**config.mk**
```make
export PLATFORM = sky130hd
export DESIGN_NAME = reassembly_context_table_flat
export DESIGN_NICKNAME = d
export VERILOG_FILES = /design/src/rtl/core/rct_pkg.sv /design/src/rtl/core/rct_req_if.sv /design/src/rtl/core/rct_rsp_if.sv /design/src/rtl/core/rct_cfg.sv /design/src/rtl/core/rct_ctrl.sv /design/src/rtl/core/rct_dp.sv /design/src/rtl/core/reassembly_context_table.sv /design/src/flat_wrapper.sv
export SDC_FILE = /design/constraint.sdc
export NUM_CORES = 1
export LEC_CHECK = 0
export BUFFER_PORTS_ARGS = -buffer_cell sky130_fd_sc_hd__buf_2
export CAP_MARGIN = 15
export CORE_MARGIN = 3
export CORE_UTILIZATION = 55
export DETAILED_ROUTE_END_ITERATION = 10
export PLACE_DENSITY_LB_ADDON = 0.15
export SYNTH_ARGS = -nofsm -noshare
export SYNTH_HDL_FRONTEND = slang
export SYNTH_HIERARCHICAL = 1
export SYNTH_SLANG_ARGS = --single-unit
export TNS_END_PERCENT = 1
```
**constraint.sdc**
```tcl
create_clock -name clk -period 5.53 [get_ports clk]
set_clock_uncertainty 0.15 [all_clocks]
set_input_delay 1.106 -clock clk [delete_from_list [all_inputs] [get_ports clk]]
set_output_delay 1.106 -clock clk [all_outputs]
set_load 0.05 [all_outputs]
```
**src/rtl/core/rct_pkg.sv**
```systemverilog
// ----------------------------------------------------------------------------
// rct_pkg
// Types, codes and fixed widths shared by the reassembly context table.
// ----------------------------------------------------------------------------
package rct_pkg;

  localparam int ADDR_W   = 16;
  localparam int LINK_W   = 7;
  localparam int LEN_W    = 16;
  localparam int STATUS_W = 3;
  localparam int SLOT_W   = 4;
  localparam int OFS_W    = 13;

  // key = 100*quot + rem with rem < 100; quot < 21*65536 + 1
  localparam int QUOT_W = 21;
  localparam int REM_W  = 7;

  localparam logic [QUOT_W-1:0] MUL_SRC  = QUOT_W'(13);
  localparam logic [QUOT_W-1:0] MUL_DEST = QUOT_W'(7);
  localparam logic [LINK_W-1:0] KEY_BASE = LINK_W'(100);

  localparam logic OP_SAVE  = 1'b0;
  localparam logic OP_FETCH = 1'b1;

  localparam logic [STATUS_W-1:0] ST_APPENDED  = 3'd0;
  localparam logic [STATUS_W-1:0] ST_NEW       = 3'd1;
  localparam logic [STATUS_W-1:0] ST_DROPPED   = 3'd2;
  localparam logic [STATUS_W-1:0] ST_FULL      = 3'd3;
  localparam logic [STATUS_W-1:0] ST_FETCHED   = 3'd4;
  localparam logic [STATUS_W-1:0] ST_NOT_FOUND = 3'd5;
  localparam logic [STATUS_W-1:0] ST_OVERFLOW  = 3'd6;

  localparam int             PADDR_W          = 3;
  localparam logic           REG_MAX_PAYLOAD  = 1'b0;
  localparam logic [LEN_W-1:0] MAX_PAYLOAD_RST = LEN_W'(1024);

  typedef struct packed {
    logic              op;
    logic [ADDR_W-1:0] src_addr;
    logic [ADDR_W-1:0] dest_addr;
    logic [ADDR_W-1:0] seq_num;
    logic [LINK_W-1:0] arrival_link;
    logic [LEN_W-1:0]  frag_length;
  } req_t;

  typedef struct packed {
    logic start;
    logic issue;
    logic commit;
  } cmd_t;

  typedef struct packed {
    logic idx_last;
    logic out_free;
  } sts_t;

endpackage

```
**src/rtl/core/rct_req_if.sv**
```systemverilog
// ----------------------------------------------------------------------------
// rct_req_if
// Request channel: save or fetch transaction into the context table.
// ----------------------------------------------------------------------------
interface rct_req_if;

  logic                          valid;
  logic                          ready;
  logic                          op;
  logic [rct_pkg::ADDR_W-1:0]    src_addr;
  logic [rct_pkg::ADDR_W-1:0]    dest_addr;
  logic [rct_pkg::ADDR_W-1:0]    seq_num;
  logic [rct_pkg::LINK_W-1:0]    arrival_link;
  logic [rct_pkg::LEN_W-1:0]     frag_length;

  modport source (
    output valid, op, src_addr, dest_addr, seq_num, arrival_link, frag_length,
    input  ready
  );

  modport sink (
    input  valid, op, src_addr, dest_addr, seq_num, arrival_link, frag_length,
    output ready
  );

endinterface

```
**src/rtl/core/rct_rsp_if.sv**
```systemverilog
// ----------------------------------------------------------------------------
// rct_rsp_if
// Response channel: one result transaction per request.
// ----------------------------------------------------------------------------
interface rct_rsp_if;

  logic                           valid;
  logic                           ready;
  logic [rct_pkg::STATUS_W-1:0]   status;
  logic [rct_pkg::SLOT_W-1:0]     slot;
  logic [rct_pkg::OFS_W-1:0]      write_offset;
  logic [rct_pkg::OFS_W-1:0]      total_length;

  modport source (
    output valid, status, slot, write_offset, total_length,
    input  ready
  );

  modport sink (
    input  valid, status, slot, write_offset, total_length,
    output ready
  );

endinterface

```
**src/rtl/core/rct_cfg.sv**
```systemverilog
// ----------------------------------------------------------------------------
// rct_cfg
// APB register file holding the payload limit.
// ----------------------------------------------------------------------------
module rct_cfg (
  input  logic                         clk,
  input  logic                         rst,
  input  logic                         psel,
  input  logic                         penable,
  input  logic                         pwrite,
  input  logic [rct_pkg::PADDR_W-1:0]  paddr,
  input  logic [31:0]                  pwdata,
  output logic [31:0]                  prdata,
  output logic                         pready,
  output logic [rct_pkg::LEN_W-1:0]    max_payload
);

  logic reg_sel;

  assign pready  = 1'b1;
  assign reg_sel = (paddr[rct_pkg::PADDR_W-1] == rct_pkg::REG_MAX_PAYLOAD);

  always_ff @(posedge clk) begin
    if (rst) begin
      max_payload <= rct_pkg::MAX_PAYLOAD_RST;
    end else if (psel && penable && pwrite && pready && reg_sel) begin
      max_payload <= pwdata[rct_pkg::LEN_W-1:0];
    end
  end

  always_comb begin
    prdata = '0;
    if (reg_sel) begin
      prdata = {{(32-rct_pkg::LEN_W){1'b0}}, max_payload};
    end
  end

endmodule

```
**src/rtl/core/rct_ctrl.sv**
```systemverilog
// ----------------------------------------------------------------------------
// rct_ctrl
// Sequencer: accept, scan every slot, finish the compare, commit result.
// ----------------------------------------------------------------------------
module rct_ctrl (
  input  logic            clk,
  input  logic            rst,
  input  logic            req_valid,
  output logic            req_ready,
  input  rct_pkg::sts_t   sts,
  output rct_pkg::cmd_t   cmd
);

  localparam logic [1:0] S_IDLE = 2'd0;
  localparam logic [1:0] S_SCAN = 2'd1;
  localparam logic [1:0] S_LAST = 2'd2;
  localparam logic [1:0] S_DONE = 2'd3;

  logic [1:0] state;
  logic [1:0] state_next;

  always_ff @(posedge clk) begin
    if (rst) begin
      state <= S_IDLE;
    end else begin
      state <= state_next;
    end
  end

  always_comb begin
    state_next = state;
    cmd        = '0;
    req_ready  = 1'b0;
    unique case (state)
      S_IDLE: begin
        req_ready = 1'b1;
        if (req_valid) begin
          cmd.start  = 1'b1;
          state_next = S_SCAN;
        end
      end
      S_SCAN: begin
        cmd.issue = 1'b1;
        if (sts.idx_last) begin
          state_next = S_LAST;
        end
      end
      S_LAST: begin
        state_next = S_DONE;
      end
      S_DONE: begin
        if (sts.out_free) begin
          cmd.commit = 1'b1;
          state_next = S_IDLE;
        end
      end
      default: begin
        state_next = S_IDLE;
      end
    endcase
  end

endmodule

```
**src/rtl/core/rct_dp.sv**
```systemverilog
// ----------------------------------------------------------------------------
// rct_dp
// Datapath: key build, context store, slot scan, result and output register.
// ----------------------------------------------------------------------------
module rct_dp #(
  parameter int ENTRIES   = 16,
  parameter int MSG_BYTES = 4096
) (
  input  logic                          clk,
  input  logic                          rst,
  input  rct_pkg::cmd_t                 cmd,
  output rct_pkg::sts_t                 sts,
  input  rct_pkg::req_t                 req,
  input  logic [rct_pkg::LEN_W-1:0]     max_payload,
  output logic                          rsp_valid,
  input  logic                          rsp_ready,
  output logic [rct_pkg::STATUS_W-1:0]  rsp_status,
  output logic [rct_pkg::SLOT_W-1:0]    rsp_slot,
  output logic [rct_pkg::OFS_W-1:0]     rsp_write_offset,
  output logic [rct_pkg::OFS_W-1:0]     rsp_total_length
);

  localparam int IW  = $clog2(ENTRIES);
  localparam int LW  = $clog2(MSG_BYTES + 1);
  localparam int SW  = ((LW > rct_pkg::LEN_W) ? LW : rct_pkg::LEN_W) + 1;
  localparam int QW  = rct_pkg::QUOT_W;
  localparam int RW  = rct_pkg::REM_W;

  // context store
  logic [QW-1:0] mem_quot [ENTRIES];
  logic [RW-1:0] mem_rem  [ENTRIES];
  logic [LW-1:0] mem_len  [ENTRIES];
  logic [ENTRIES-1:0] valid;

  logic [QW-1:0] rd_quot;
  logic [RW-1:0] rd_rem;
  logic [LW-1:0] rd_len;

  // captured transaction
  logic                      op;
  logic [rct_pkg::LEN_W-1:0] frag_len;
  logic [QW-1:0]             key_quot;
  logic [RW-1:0]             key_rem;

  // scan
  logic [IW-1:0] idx;
  logic [IW-1:0] cmp_idx;
  logic          cmp_en;
  logic          hit_found;
  logic [IW-1:0] hit_idx;
  logic [LW-1:0] hit_len;
  logic          free_found;
  logic [IW-1:0] free_idx;

  // key build
  logic [QW-1:0] quot_calc;
  logic [RW-1:0] rem_calc;
  logic          link_hi;

  // decision
  logic [SW-1:0]               sum;
  logic [rct_pkg::STATUS_W-1:0] res_status;
  logic [IW-1:0]               res_idx;
  logic [rct_pkg::OFS_W-1:0]   res_ofs;
  logic [rct_pkg::OFS_W-1:0]   res_tot;
  logic                        wr_len;
  logic                        wr_new;
  logic [IW-1:0]               wr_idx;
  logic [LW-1:0]               wr_len_val;

  logic quot_eq;
  logic key_eq;

  assign link_hi   = (req.arrival_link >= rct_pkg::KEY_BASE);
  assign quot_calc = QW'(req.src_addr) * rct_pkg::MUL_SRC
                   + QW'(req.dest_addr) * rct_pkg::MUL_DEST
                   + QW'(req.seq_num) + QW'(link_hi);
  assign rem_calc  = link_hi ? (req.arrival_link - rct_pkg::KEY_BASE) : req.arrival_link;

  assign sts.idx_last = (idx == IW'(ENTRIES - 1));
  assign sts.out_free = !rsp_valid || rsp_ready;

  assign quot_eq = (rd_quot == key_quot);
  assign key_eq  = quot_eq && (rd_rem == key_rem);

  always_ff @(posedge clk) begin
    if (cmd.start) begin
      op       <= req.op;
      frag_len <= req.frag_length;
      key_quot <= quot_calc;
      key_rem  <= rem_calc;
    end
  end

  always_ff @(posedge clk) begin
    if (cmd.issue) begin
      rd_quot <= mem_quot[idx];
      rd_rem  <= mem_rem[idx];
      rd_len  <= mem_len[idx];
    end
    if (wr_len) begin
      mem_len[wr_idx] <= wr_len_val;
    end
    if (wr_new) begin
      mem_quot[wr_idx] <= key_quot;
      mem_rem[wr_idx]  <= key_rem;
    end
  end

  always_ff @(posedge clk) begin
    if (rst) begin
      idx        <= '0;
      cmp_en     <= 1'b0;
      cmp_idx    <= '0;
      hit_found  <= 1'b0;
      free_found <= 1'b0;
      valid      <= '0;
    end else begin
      cmp_en <= cmd.issue;
      if (cmd.start) begin
        idx        <= '0;
        hit_found  <= 1'b0;
        free_found <= 1'b0;
      end else if (cmd.issue) begin
        idx     <= idx + 1'b1;
        cmp_idx <= idx;
      end
      if (cmp_en) begin
        if (valid[cmp_idx]) begin
          if (key_eq && !hit_found) begin
            hit_found <= 1'b1;
            hit_idx   <= cmp_idx;
            hit_len   <= rd_len;
          end
          if (op == rct_pkg::OP_FETCH && quot_eq) begin
            valid[cmp_idx] <= 1'b0;
          end
        end else if (!free_found) begin
          free_found <= 1'b1;
          free_idx   <= cmp_idx;
        end
      end
      if (wr_new) begin
        valid[wr_idx] <= 1'b1;
      end
    end
  end

  always_comb begin
    sum        = SW'(hit_len) + SW'(frag_len);
    res_status = rct_pkg::ST_DROPPED;
    res_idx    = '0;
    res_ofs    = '0;
    res_tot    = '0;
    wr_len     = 1'b0;
    wr_new     = 1'b0;
    wr_idx     = hit_idx;
    wr_len_val = LW'(sum);
    if (op == rct_pkg::OP_FETCH) begin
      if (hit_found) begin
        res_status = rct_pkg::ST_FETCHED;
        res_idx    = hit_idx;
        res_tot    = rct_pkg::OFS_W'(hit_len);
      end else begin
        res_status = rct_pkg::ST_NOT_FOUND;
      end
    end else if (frag_len > max_payload) begin
      res_status = rct_pkg::ST_DROPPED;
    end else if (hit_found) begin
      res_idx = hit_idx;
      res_ofs = rct_pkg::OFS_W'(hit_len);
      if (sum > SW'(MSG_BYTES)) begin
        res_status = rct_pkg::ST_OVERFLOW;
        res_tot    = rct_pkg::OFS_W'(hit_len);
      end else begin
        res_status = rct_pkg::ST_APPENDED;
        res_tot    = rct_pkg::OFS_W'(sum);
        wr_len     = cmd.commit;
      end
    end else if (!free_found) begin
      res_status = rct_pkg::ST_FULL;
    end else if (SW'(frag_len) > SW'(MSG_BYTES)) begin
      res_status = rct_pkg::ST_OVERFLOW;
      res_idx    = free_idx;
    end else begin
      res_status = rct_pkg::ST_NEW;
      res_idx    = free_idx;
      res_tot    = rct_pkg::OFS_W'(frag_len);
      wr_idx     = free_idx;
      wr_len_val = LW'(frag_len);
      wr_len     = cmd.commit;
      wr_new     = cmd.commit;
    end
  end

  always_ff @(posedge clk) begin
    if (rst) begin
      rsp_valid <= 1'b0;
    end else if (cmd.commit) begin
      rsp_valid <= 1'b1;
    end else if (rsp_ready) begin
      rsp_valid <= 1'b0;
    end
  end

  always_ff @(posedge clk) begin
    if (cmd.commit) begin
      rsp_status       <= res_status;
      rsp_slot         <= rct_pkg::SLOT_W'(res_idx);
      rsp_write_offset <= res_ofs;
      rsp_total_length <= res_tot;
    end
  end

endmodule

```
**src/rtl/core/reassembly_context_table.sv**
```systemverilog
// ----------------------------------------------------------------------------
// reassembly_context_table
// Reassembly context table: save fragments, fetch and release messages.
// ----------------------------------------------------------------------------
//   channel  kind        role
//   req      rct_req_if  sink    save / fetch transaction
//   rsp      rct_rsp_if  source  one result transaction per request
//   apb      APB-style   slave   max_payload at 0x0
//
// Each item runs through accept, a scan of every slot of the context store
// (single read port), a compare tail and a commit, before the next is taken.
// rst is synchronous: contexts are all freed, max_payload returns to 1024.
// A new request is accepted while a result still waits on rsp; the commit of
// the next one waits until the output register is free.
// ----------------------------------------------------------------------------
module reassembly_context_table #(
  parameter int ENTRIES   = 16,
  parameter int MSG_BYTES = 4096
) (
  input  logic                         clk,
  input  logic                         rst,
  rct_req_if.sink                      req,
  rct_rsp_if.source                    rsp,
  input  logic                         psel,
  input  logic                         penable,
  input  logic                         pwrite,
  input  logic [rct_pkg::PADDR_W-1:0]  paddr,
  input  logic [31:0]                  pwdata,
  output logic [31:0]                  prdata,
  output logic                         pready
);

  rct_pkg::cmd_t             cmd;
  rct_pkg::sts_t             sts;
  rct_pkg::req_t             req_data;
  logic [rct_pkg::LEN_W-1:0] max_payload;
  logic                      req_ready;

  assign req.ready = req_ready;

  assign req_data.op           = req.op;
  assign req_data.src_addr     = req.src_addr;
  assign req_data.dest_addr    = req.dest_addr;
  assign req_data.seq_num      = req.seq_num;
  assign req_data.arrival_link = req.arrival_link;
  assign req_data.frag_length  = req.frag_length;

  rct_cfg u_cfg (
    .clk         (clk),
    .rst         (rst),
    .psel        (psel),
    .penable     (penable),
    .pwrite      (pwrite),
    .paddr       (paddr),
    .pwdata      (pwdata),
    .prdata      (prdata),
    .pready      (pready),
    .max_payload (max_payload)
  );

  rct_ctrl u_ctrl (
    .clk       (clk),
    .rst       (rst),
    .req_valid (req.valid),
    .req_ready (req_ready),
    .sts       (sts),
    .cmd       (cmd)
  );

  rct_dp #(
    .ENTRIES   (ENTRIES),
    .MSG_BYTES (MSG_BYTES)
  ) u_dp (
    .clk              (clk),
    .rst              (rst),
    .cmd              (cmd),
    .sts              (sts),
    .req              (req_data),
    .max_payload      (max_payload),
    .rsp_valid        (rsp.valid),
    .rsp_ready        (rsp.ready),
    .rsp_status       (rsp.status),
    .rsp_slot         (rsp.slot),
    .rsp_write_offset (rsp.write_offset),
    .rsp_total_length (rsp.total_length)
  );

endmodule

```
**src/flat_wrapper.sv**
```systemverilog
// flat-port wrapper written by rule: the top's interface ports become plain ports
module reassembly_context_table_flat 
#(
  parameter int ENTRIES   = 16,
  parameter int MSG_BYTES = 4096
)
  (clk, rst, psel, penable, pwrite, paddr, pwdata, prdata, pready, req_valid, req_op, req_src_addr, req_dest_addr, req_seq_num, req_arrival_link, req_frag_length, req_ready, rsp_valid, rsp_status, rsp_slot, rsp_write_offset, rsp_total_length, rsp_ready);
  rct_req_if req_i ();
  rct_rsp_if rsp_i ();
  input  logic clk;
  input  logic rst;
  input  logic psel;
  input  logic penable;
  input  logic pwrite;
  input  logic [rct_pkg::PADDR_W-1:0] paddr;
  input  logic [31:0] pwdata;
  output logic [31:0] prdata;
  output logic pready;
  input wire logic [$bits(req_i.valid)-1:0] req_valid;
  input wire logic [$bits(req_i.op)-1:0] req_op;
  input wire logic [$bits(req_i.src_addr)-1:0] req_src_addr;
  input wire logic [$bits(req_i.dest_addr)-1:0] req_dest_addr;
  input wire logic [$bits(req_i.seq_num)-1:0] req_seq_num;
  input wire logic [$bits(req_i.arrival_link)-1:0] req_arrival_link;
  input wire logic [$bits(req_i.frag_length)-1:0] req_frag_length;
  output wire logic [$bits(req_i.ready)-1:0] req_ready;
  output wire logic [$bits(rsp_i.valid)-1:0] rsp_valid;
  output wire logic [$bits(rsp_i.status)-1:0] rsp_status;
  output wire logic [$bits(rsp_i.slot)-1:0] rsp_slot;
  output wire logic [$bits(rsp_i.write_offset)-1:0] rsp_write_offset;
  output wire logic [$bits(rsp_i.total_length)-1:0] rsp_total_length;
  input wire logic [$bits(rsp_i.ready)-1:0] rsp_ready;
  assign req_i.valid = req_valid;
  assign req_i.op = req_op;
  assign req_i.src_addr = req_src_addr;
  assign req_i.dest_addr = req_dest_addr;
  assign req_i.seq_num = req_seq_num;
  assign req_i.arrival_link = req_arrival_link;
  assign req_i.frag_length = req_frag_length;
  assign req_ready = req_i.ready;
  assign rsp_valid = rsp_i.valid;
  assign rsp_status = rsp_i.status;
  assign rsp_slot = rsp_i.slot;
  assign rsp_write_offset = rsp_i.write_offset;
  assign rsp_total_length = rsp_i.total_length;
  assign rsp_i.ready = rsp_ready;
  reassembly_context_table #(.ENTRIES(ENTRIES), .MSG_BYTES(MSG_BYTES)) u_core (.clk(clk), .rst(rst), .req(req_i), .rsp(rsp_i), .psel(psel), .penable(penable), .pwrite(pwrite), .paddr(paddr), .pwdata(pwdata), .prdata(prdata), .pready(pready));
endmodule
```
==> results of run 1 <==
-- kinds of logic (layout without fill, tap and decap cells) --
| group | after synthesis | after routing | synth area share (%) |
|---|---|---|---|
| AND/OR/NAND/NOR | 294 | 294 | 4.342 |
| XOR/XNOR | 52 | 52 | 1.237 |
| flip-flops | 842 | 842 | 67.41 |
| adder cells (fa/ha/maj) | 158 | 158 | 6.917 |
| buffers and inverters | 266 | 579 | 2.986 |
| other | 2 | 17 | 0.02039 |
| AO/OA/AOI/OAI | 180 | 180 | 3.418 |
| multiplexers | 240 | 240 | 13.67 |
-- per-layer routing --
metal	vias up	global-route usage, %	share of wire (%)
met5	-	0	0.014
li1	8410	-	-
met2	712	39.76	51
met4	2	7.227	2.5
met1	9951	31.13	40
met3	118	3.546	6.8
-- flip-flops by register name, indices dropped and copies added (netlist names), 16 cells and up --
name	cells
u_core/u_dp/rd_quot	21
u_core/u_dp/mem_len	208
u_core/u_dp/key_quot	21
u_core/u_dp/valid	16
u_core/u_cfg/max_payload	16
u_core/u_dp/mem_rem	112
u_core/u_dp/frag_len	16
u_core/u_dp/mem_quot	336
-- final timing paths --
check                           slack, ps                    start                         end  cells past startpoint
worst min-delay path                  270   u_core/u_dp/rd_len[12]     u_core/u_dp/hit_len[12]                      0
worst max-delay path                  180         req_dest_addr[2]    u_core/u_dp/key_quot[19]                     20
worst max register to register        680  u_core/u_dp/frag_len[0]  u_core/u_dp/mem_len[10][6]                     13
worst min register to register        270   u_core/u_dp/rd_len[12]     u_core/u_dp/hit_len[12]                      0
-- synth_stat cells, types with 19 or more instances --
cell / count
dfxtp_1: 46
fa_1: 76
mux4_2: 210
nand2_1: 37
clkbuf_1: 48
inv_1: 172
ha_1: 82
nor3_1: 35
buf_1: 22
a21oi_1: 35
nand2b_1: 42
xnor2_1: 40
nor2b_1: 19
mux2i_1: 26
buf_4: 20
nor2_1: 64
o21ai_0: 34
edfxtp_1: 796
-- power breakdown --
part	total, mW	switching [mW]	leakage (nW)	internal [mW]
combinational	4.35	2.31	5.52	2.04
clock	5.69	2.32	1.35	3.37
sequential	8.63	0.589	7.55	8.04
-- layout make-up --
cell class	instances	area (µm²)
well taps	864	1081
clock inverters	46	513.0
repair buffers	258	1622
clock buffers	103	2257
flip-flops and latches	842	24840
inverters	172	645.6
multi-input cells	941	11210
fillers	4617	23930
-- per-stage QoR --
step           cells  utilization, %  hold slack [ps]
6_report        3226           63.79            267.6
5_1_grt         3226           63.79            277.3
4_1_cts         3225           63.74            269.0
3_5_place_dp    3076           59.55            254.5
3_3_place_gp    3076           59.55            251.4
2_1_floorplan   2049               -            250.3
-- repair_timing --
item	CTS	global route
gates resized for setup	0	8
setup endpoints to repair	0	5
setup buffers	0	1
==> run metrics, run 1 <==
status=complete, no violations; Synth Flop Type=edfxtp_1; GP Congestion=0.8990; total gr overflow=0; fin crit share=96.75%; Post-Syn Area=36,830 µm²; most frequent cells in the layout=796 x edfxtp_1, 210 x mux4_2, 171 x inv_1; WP data arrival=5580 ps; Syn Inst Count=2,034; starting density of the core=55.71%; Final Hold Viols=0; area share of the largest cell type after synthesis=64.91%; Final Instance Area=42,170 µm²; hpwl dp=47.86 mm; Wirelength per Cell=24.50 µm; final net count=2,571; row count=94; Most common cell on crit path=fa_1; Clock Tree Buf Depth=3; worst-margin pin slew=1058 ps; I/O pins=182; antenna cells=0; drt pass-1 iters=5; Syn. warnings=6; Largest stage delay, worst path=530 ps; GRT Resource Usage Total=23.19%; die area=70,100 µm²; DR vias/cell=5.949; Final Worst Setup Slack=179.6 ps; Critical Path Sink Type=flop; slew margin rel.=29.45%; area leader, netlist=edfxtp_1; f_max=0.1869 GHz; Synth area leaders=edfxtp_1 65%, mux4_2 13%, fa_1 4.1%; initial antenna violation count=1; vias in the first global route=20,115; pre-CTS WS=-653.1 ps; final setup violation count=0; Tot Pwr=18.66 mW; register area share after synthesis=67.41%; library cells used by synthesis=75; Pleak=14.41 nW; TritonCTS clock tree=yes; first-pass GRT wire length=121.9 mm; H-tree depth=3; Clock Sinks=842; drt total wl=79.04 mm; Worst Path Buf+Inv=6; DP Area=39,360 µm²; PwrDens=442.6 nW/µm²; DRC Markers=0; VDD IR max=0.2975 mV; Max Cap Violations=0; ANT nets after route=0; hold crit path type=flop to flop; largest net degree at the start of global routing=94; worst path cell trace=buf_2 > inv_1 > fa_1 > inv_1 > fa_1 > inv_1 > fa_1 > fa_1 > inv_2 > ha_4 > a211oi_4 > o211ai_1 > nor3b_2 > o41ai_2 > buf_4 > o21ai_1 > or4_4 > a31o_2 > a21oi_2 > xnor2_1; CTS hold repair buffers=0; clk root buf=clkbuf_16; Area Overhead vs Synth=14.50%; total CTS buffers=84; CP delay by family, top=adder cells; EDFF count, synth=796; syn_area_per_cell=18.11 µm²; Critical Path RT=5760 ps; share of layout cells above drive strength 1=27.65%; most common cell after layout, fill and taps aside=edfxtp_1; clk slew on worst S/H paths=60 ps; Port-buffer cells=146; DR vias=19,193; crit-path max FO=2; initial drt markers=1,836; crit start category=input port; min Tclk post-route=5350 ps; register bit total from synthesis=842; Worst-Skew Late Latency=630 ps; Final Slew Violations=0; Crit-path slowest cell=fa_1; Die W=264.8 µm; Crit Path Class=input port to flop; Core Region=66,100 µm²; Post-synth ARST share=0%; die height=264.8 µm; post-route setup TNS=0 ps
Power figures use the tool's default switching activity.
==> run 2, diff against run 1 <==
Settings changed: CORE_MARGIN 3 to unset.
==> run 2 against run 1 <==
  * The flow now finishes with violations (design-rule violations)
  * Highest routed layer is now met4
  * Worst hold slack better by 1.4 ps
  * Routed wire length is 0.18% lower
  * Sequential share of layout area hardly changed
  * Register-to-register slack worse by 160 ps
  * First-iteration DRC count is 9.5% lower
  * Largest cell class unchanged
==> run metrics, run 2 (same netlist as run 1, synthesis figures left out) <==
initial drt markers=1,662 (was 1,836); row count=94 (unchanged); starting density of the core=55.81% (was 55.71%); drt total wl=78.90 mm (was 79.04 mm); RSZ-0062 raised after global routing=false; reg2reg end=u_core/u_dp/mem_len[4][9] (was u_core/u_dp/mem_len[10][6]); Finished Layout Cells=3,229 (was 3,226); fillers=4,560 (was 4,617); Worst Reg-to-Reg Cells=13 (unchanged); VDD IR max=0.2436 mV (was 0.2975 mV); Final Slew Violations=0 (unchanged); Core Region=65,980 µm² (was 66,100 µm²); met3 Use GR=3.079% (was 3.546%); total placed cells including tap cells=3,076 (unchanged); Wirelength per Cell=24.43 µm (was 24.50 µm); vias in the first global route=19,672 (was 20,115); f_max=0.1881 GHz (was 0.1869 GHz); Clock Tree Buf Depth=3 (unchanged); r2r startpoint=u_core/u_dp/frag_len[0] (unchanged); critical path launch point=req_dest_addr[2] (unchanged); Critical Path Sink Type=flop (unchanged); antenna cells=0 (unchanged); biggest regs=u_core/u_dp/mem_quot x336, u_core/u_dp/mem_len x208, u_core/u_dp/mem_rem x112 (unchanged); clk root buf=clkbuf_16 (unchanged); H-tree depth=3 (unchanged); failing checks=design-rule violations; DRC Markers=17 (was 0); grt met2 use=41.24% (was 39.76%); crit start category=input port (unchanged); min Tclk post-route=5315 ps (was 5350 ps); end point of the critical path=u_core/u_dp/key_quot[19] (unchanged); Area Overhead vs Synth=14.56% (was 14.50%); GRT Resource Usage Total=23.84% (was 23.19%); Tot Pwr=18.72 mW (was 18.66 mW); slew margin rel.=34.94% (was 29.45%); Worst-Skew Late Latency=630 ps (about the same); CTS hold repair buffers=0 (unchanged); hpwl dp=48.50 mm (was 47.86 mm); Crit Path Class=input port to flop (unchanged); initial antenna violation count=0 (was 1); crit-path max FO=2 (unchanged); Port-buffer cells=146 (unchanged); share of layout cells above drive strength 1=27.53% (was 27.65%); hold crit path type=flop to flop (unchanged); largest net degree at the start of global routing=59 (was 94); final core utilization=63.94% (was 63.79%); FF-to-FF setup slack=520 ps (was 680 ps); pre-CTS WS=-617.8 ps (was -653.1 ps); ANT nets after route=0 (unchanged); GRT met1 Usage=31.98% (was 31.13%); most frequent cells in the layout=796 x edfxtp_1, 210 x mux4_2, 171 x inv_1 (unchanged); DR vias/cell=5.913 (was 5.949); total gr overflow=0 (unchanged); PwrDens=443.7 nW/µm² (was 442.6 nW/µm²); Die W=260.8 µm (was 264.8 µm); worst-margin pin slew=975.1 ps (was 1058 ps); clk slew on worst S/H paths=60 ps (about the same); TritonCTS clock tree=yes (unchanged); fin crit share=96.12% (was 96.75%); Clock Sinks=842 (unchanged); die area=68,000 µm² (was 70,100 µm²); status=complete, but fails checks (was complete, no violations); Pleak=14.43 nW (was 14.41 nW); Biggest register=u_core/u_dp/mem_quot (unchanged); post-route setup TNS=0 ps (unchanged); WP data arrival=5540 ps (was 5580 ps); grt peak-use layer=met2 (unchanged); Max Cap Violations=0 (unchanged); GP Congestion=0.8537 (was 0.8990); final net count=2,571 (unchanged); post_cts resized=0 (unchanged); max reg flops=336 (unchanged); final setup violation count=0 (unchanged); Final Hold Viols=0 (unchanged); drt pass-1 iters=9 (was 5); total CTS buffers=83 (was 84); I/O pins=182 (unchanged); postcts setup bufs=0 (unchanged); Critical Path RT=5760 ps (about the same); first-pass GRT wire length=119.1 mm (was 121.9 mm); die height=260.8 µm (was 264.8 µm); Final Worst Setup Slack=214.7 ps (was 179.6 ps); DR vias=19,092 (was 19,193); most common cell after layout, fill and taps aside=edfxtp_1 (unchanged)
## run 2: metrics by stage
stage               area (µm²)  hold WS [ps]
global placement         39360         252.6
global route             42190         275.4
detailed placement       39360         256.6
CTS                      42160         270.2
floorplan                36930         250.3
finish                   42190         269.0
## run 2: how the worst min path moves through the flow
| stage | from | endpoint | depth (start not counted) |
|---|---|---|---|
| final | u_core/u_dp/rd_len[7] | u_core/u_dp/hit_len[7] | 0 |
| after CTS | u_core/u_dp/rd_len[3] | u_core/u_dp/hit_len[3] | 0 |
| after global routing | u_core/u_dp/rd_len[4] | u_core/u_dp/hit_len[4] | 0 |
| after floorplan | u_core/u_dp/rd_len[0] | u_core/u_dp/hit_len[0] | 0 |
| after detailed placement | u_core/u_dp/rd_len[7] | u_core/u_dp/hit_len[7] | 0 |
| after global placement | u_core/u_dp/rd_len[4] | u_core/u_dp/hit_len[4] | 0 |
## run 2: cell type report
cell class / instances / area [µm²] / area share [%]
Sequential cell: 842 / 24840 / 58.87
Multi-Input combinational cell: 941 / 11200 / 26.55
Clock buffer: 104 / 2258 / 5.353
Timing Repair Buffer: 259 / 1629 / 3.861
Tap cell: 864 / 1081 / 2.562
Inverter: 172 / 645.6 / 1.530
Clock inverter: 47 / 538.0 / 1.275
## run 2: critical path, stage by stage
cell and delay [ps]:
buf_2 90, inv_1 70, fa_1 500, inv_1 40, fa_1 470, inv_1 50
fa_1 460, fa_1 530, inv_2 50, ha_4 220, a211oi_4 220, o211ai_1 160
nor3b_2 200, o41ai_2 220, buf_4 170, o21ai_1 80, or4_1 440, a31o_2 230
a21oi_2 130, xnor2_1 80
## run 2: per-layer routing
| metal | share of wire (%) | vias up |
|---|---|---|
| li1 | - | 8419 |
| met1 | 40 | 9921 |
| met2 | 53 | 657 |
| met3 | 6.0 | 95 |
| met4 | 1.7 | 0 |
| met5 | 0 | - |
## run 2: where the power goes
group	internal (mW)	switching, mW
clock	3.41	2.33
combinational	2.04	2.28
sequential	8.04	0.611
total	13.5	5.22
==> run 3, diff against run 2 <==
Settings changed: CORE_UTILIZATION 55 to 50.
==> run 3 against run 2 <==
  * The run now ends clean
  * Global-route usage is 2.3 points lower
  * Routed wire length about the same
  * Design area is essentially flat
  * Clock power is 2% lower
  * Combinational power is 3% lower
  * Flip-flop and latch count unchanged
  * Utilization is 6.1 points lower
  * Worst setup slack gained 28 ps
  * Register-to-register slack better by 350 ps
  * Critical path type unchanged
  * Highest routed layer unchanged
==> run metrics, run 3 (same netlist as run 1, synthesis figures left out) <==
Final Slew Violations=0 (unchanged); ANT nets after route=0 (unchanged); Worst-Skew Late Latency=630 ps (about the same); Die W=273.4 µm (was 260.8 µm); f_max=0.1891 GHz (was 0.1881 GHz); PwrDens=437.8 nW/µm² (was 443.7 nW/µm²); DRC Markers=0 (was 17); Wirelength per Cell=23.83 µm (was 24.43 µm); Psw=5.166 mW (was 5.223 mW); initial drt markers=1,535 (was 1,662); Core Region=72,960 µm² (was 65,980 µm²); biggest regs=u_core/u_dp/mem_quot x336, u_core/u_dp/mem_len x208, u_core/u_dp/mem_rem x112 (unchanged); largest net degree at the start of global routing=65 (was 59); GRT Resource Usage Total=21.59% (was 23.84%); I/O pins=182 (unchanged); Clock Tree Buf Depth=3 (unchanged); Crit Path Class=input port to flop (unchanged); Min Hold Slack=267.7 ps (was 269.0 ps); share of layout cells above drive strength 1=27.18% (was 27.53%); final setup violation count=0 (unchanged); Area Overhead vs Synth=14.62% (was 14.56%); hold crit path type=flop to flop (unchanged); min Tclk post-route=5287 ps (was 5315 ps); DR vias/cell=5.738 (was 5.913); GP Congestion=0.8688 (was 0.8537); worst path cell trace=buf_2 > buf_4 > fa_1 > fa_1 > ha_1 > inv_1 > fa_1 > inv_1 > ha_1 > inv_1 > fa_1 > nor2b_1 > o21ai_0 > a21boi_0 > o311a_1 > o21ai_0 > a21oi_1 > a21o_1 > a211oi_1 > xnor2_1 (was buf_2 > inv_1 > fa_1 > inv_1 > fa_1 > inv_1 > fa_1 > fa_1 > inv_2 > ha_4 > a211oi_4 > o211ai_1 > nor3b_2 > o41ai_2 > buf_4 > o21ai_1 > or4_1 > a31o_2 > a21oi_2 > xnor2_1); total CTS buffers=84 (was 83); die height=273.4 µm (was 260.8 µm); most common cell after layout, fill and taps aside=edfxtp_1 (unchanged); Max Cap Violations=0 (unchanged); most frequent cells in the layout=796 x edfxtp_1, 210 x mux4_2, 171 x inv_1 (unchanged); fin crit share=95.60% (was 96.12%); Final Hold Viols=0 (unchanged); Clk pwr share=30.4% (was 30.7%); Comb power frac=22.8% (was 23.1%); Largest stage delay, worst path=530 ps (about the same); slew margin rel.=26.24% (was 34.94%); Seq pwr share=46.7% (was 46.2%); worst-margin pin slew=1096 ps (was 975.1 ps); fillers=5,478 (was 4,560); crit start category=input port (unchanged); drt total wl=78.87 mm (was 78.90 mm); Final Worst Setup Slack=243.1 ps (was 214.7 ps); Pleak=14.36 nW (was 14.43 nW); starting density of the core=50.48% (was 55.81%); Biggest register=u_core/u_dp/mem_quot (unchanged); RSZ-0062 raised after global routing=false (unchanged); TritonCTS clock tree=yes (unchanged); Clock Sinks=842 (unchanged); clk root buf=clkbuf_16 (unchanged); clk slew on worst S/H paths=60 ps (about the same); switching part of the total=27.96% (was 27.91%); H-tree depth=3 (unchanged); total gr overflow=0 (unchanged); Critical Path RT=5740 ps (was 5760 ps); status=complete, no violations (was complete, but fails checks); DR vias=18,992 (was 19,092); antenna cells=0 (unchanged); Port-buffer cells=146 (unchanged); Most common cell on crit path=fa_1 (unchanged); CP delay by family, top=adder cells (unchanged); first-pass GRT wire length=118.9 mm (was 119.1 mm); pre-CTS WS=-541.1 ps (was -617.8 ps); die area=74,740 µm² (was 68,000 µm²); postcts setup bufs=0 (unchanged); WP data arrival=5500 ps (was 5540 ps); Critical Path Sink Type=flop (unchanged); final core utilization=57.86% (was 63.94%); vias in the first global route=19,493 (was 19,672); Finished Layout Cells=3,310 (was 3,229); internal power=13.31 mW (was 13.49 mW); VDD IR max=0.2390 mV (was 0.2436 mV); row count=99 (was 94); Worst Path Buf+Inv=5 (was 6); Crit-path slowest cell=fa_1 (unchanged); hpwl dp=47.14 mm (was 48.50 mm); drt pass-1 iters=5 (was 9); max reg flops=336 (unchanged); crit-path max FO=3 (was 2); post-route setup TNS=0 ps (unchanged); post_cts resized=0 (unchanged); initial antenna violation count=0 (unchanged); total placed cells including tap cells=3,157 (was 3,076); CTS hold repair buffers=0 (unchanged); final net count=2,557 (was 2,571)
## run 3: path summary, 6_finish.rpt
kind	from	to	slack, ps	cells past startpoint
min	u_core/u_dp/rd_len[7]	u_core/u_dp/hit_len[7]	270	0
max reg2reg	u_core/u_dp/frag_len[0]	u_core/u_dp/mem_len[4][6]	870	14
max	req_dest_addr[1]	u_core/u_dp/key_quot[18]	240	20
min reg2reg	u_core/u_dp/rd_len[7]	u_core/u_dp/hit_len[7]	270	0
## run 3: worst reg2reg max path: cells and delay by family, from the launching register on
kind / cells / cell delay [ps]
fa+ha+maj: 2 / 610
simple gates: 4 / 1070
compound gates: 4 / 1370
buf+inv: 3 / 550
xor+xnor: 1 / 240
flops: 1 / 320
## run 3: metal layers
metal  GRT usage (%)  up-vias  wire length (µm)
met1           29.73     9959             33160
met3           3.368       91              4704
met4           5.469        0              1351
met5               0        -                 0
li1                -     8399                 -
met2           36.14      543             39660
## run 3: per-stage QoR
stage / cell area [µm²] / power [mW]
final: 42210 / 18.48
after global routing: 42210 / 19.36
after CTS: 42190 / 18.65
after detailed placement: 39440 / 13.02
after global placement: 39440 / 12.87
after floorplan: 36930 / 11.49
## run 3: area by class of cell
| type | instances | area (µm²) | area share [%] |
|---|---|---|---|
| clock buffers | 106 | 2321 | 5.499 |
| clock inverters | 46 | 429.2 | 1.017 |
| inverters | 172 | 645.6 | 1.530 |
| multi-input cells | 941 | 11200 | 26.53 |
| flip-flops and latches | 842 | 24840 | 58.84 |
| well taps | 959 | 1200 | 2.843 |
| repair buffers | 244 | 1579 | 3.741 |
## run 3: power groups by stage
stage | Combinational (mW) | Clock (mW) | Sequential [mW]
6_report | 4.22 | 5.62 | 8.64
2_1_floorplan | 2.92 | 0 | 8.57
3_5_place_dp | 4.24 | 0 | 8.79
3_3_place_gp | 4.14 | 0 | 8.73
4_1_cts | 4.25 | 5.74 | 8.65
5_1_grt | 4.66 | 5.97 | 8.72
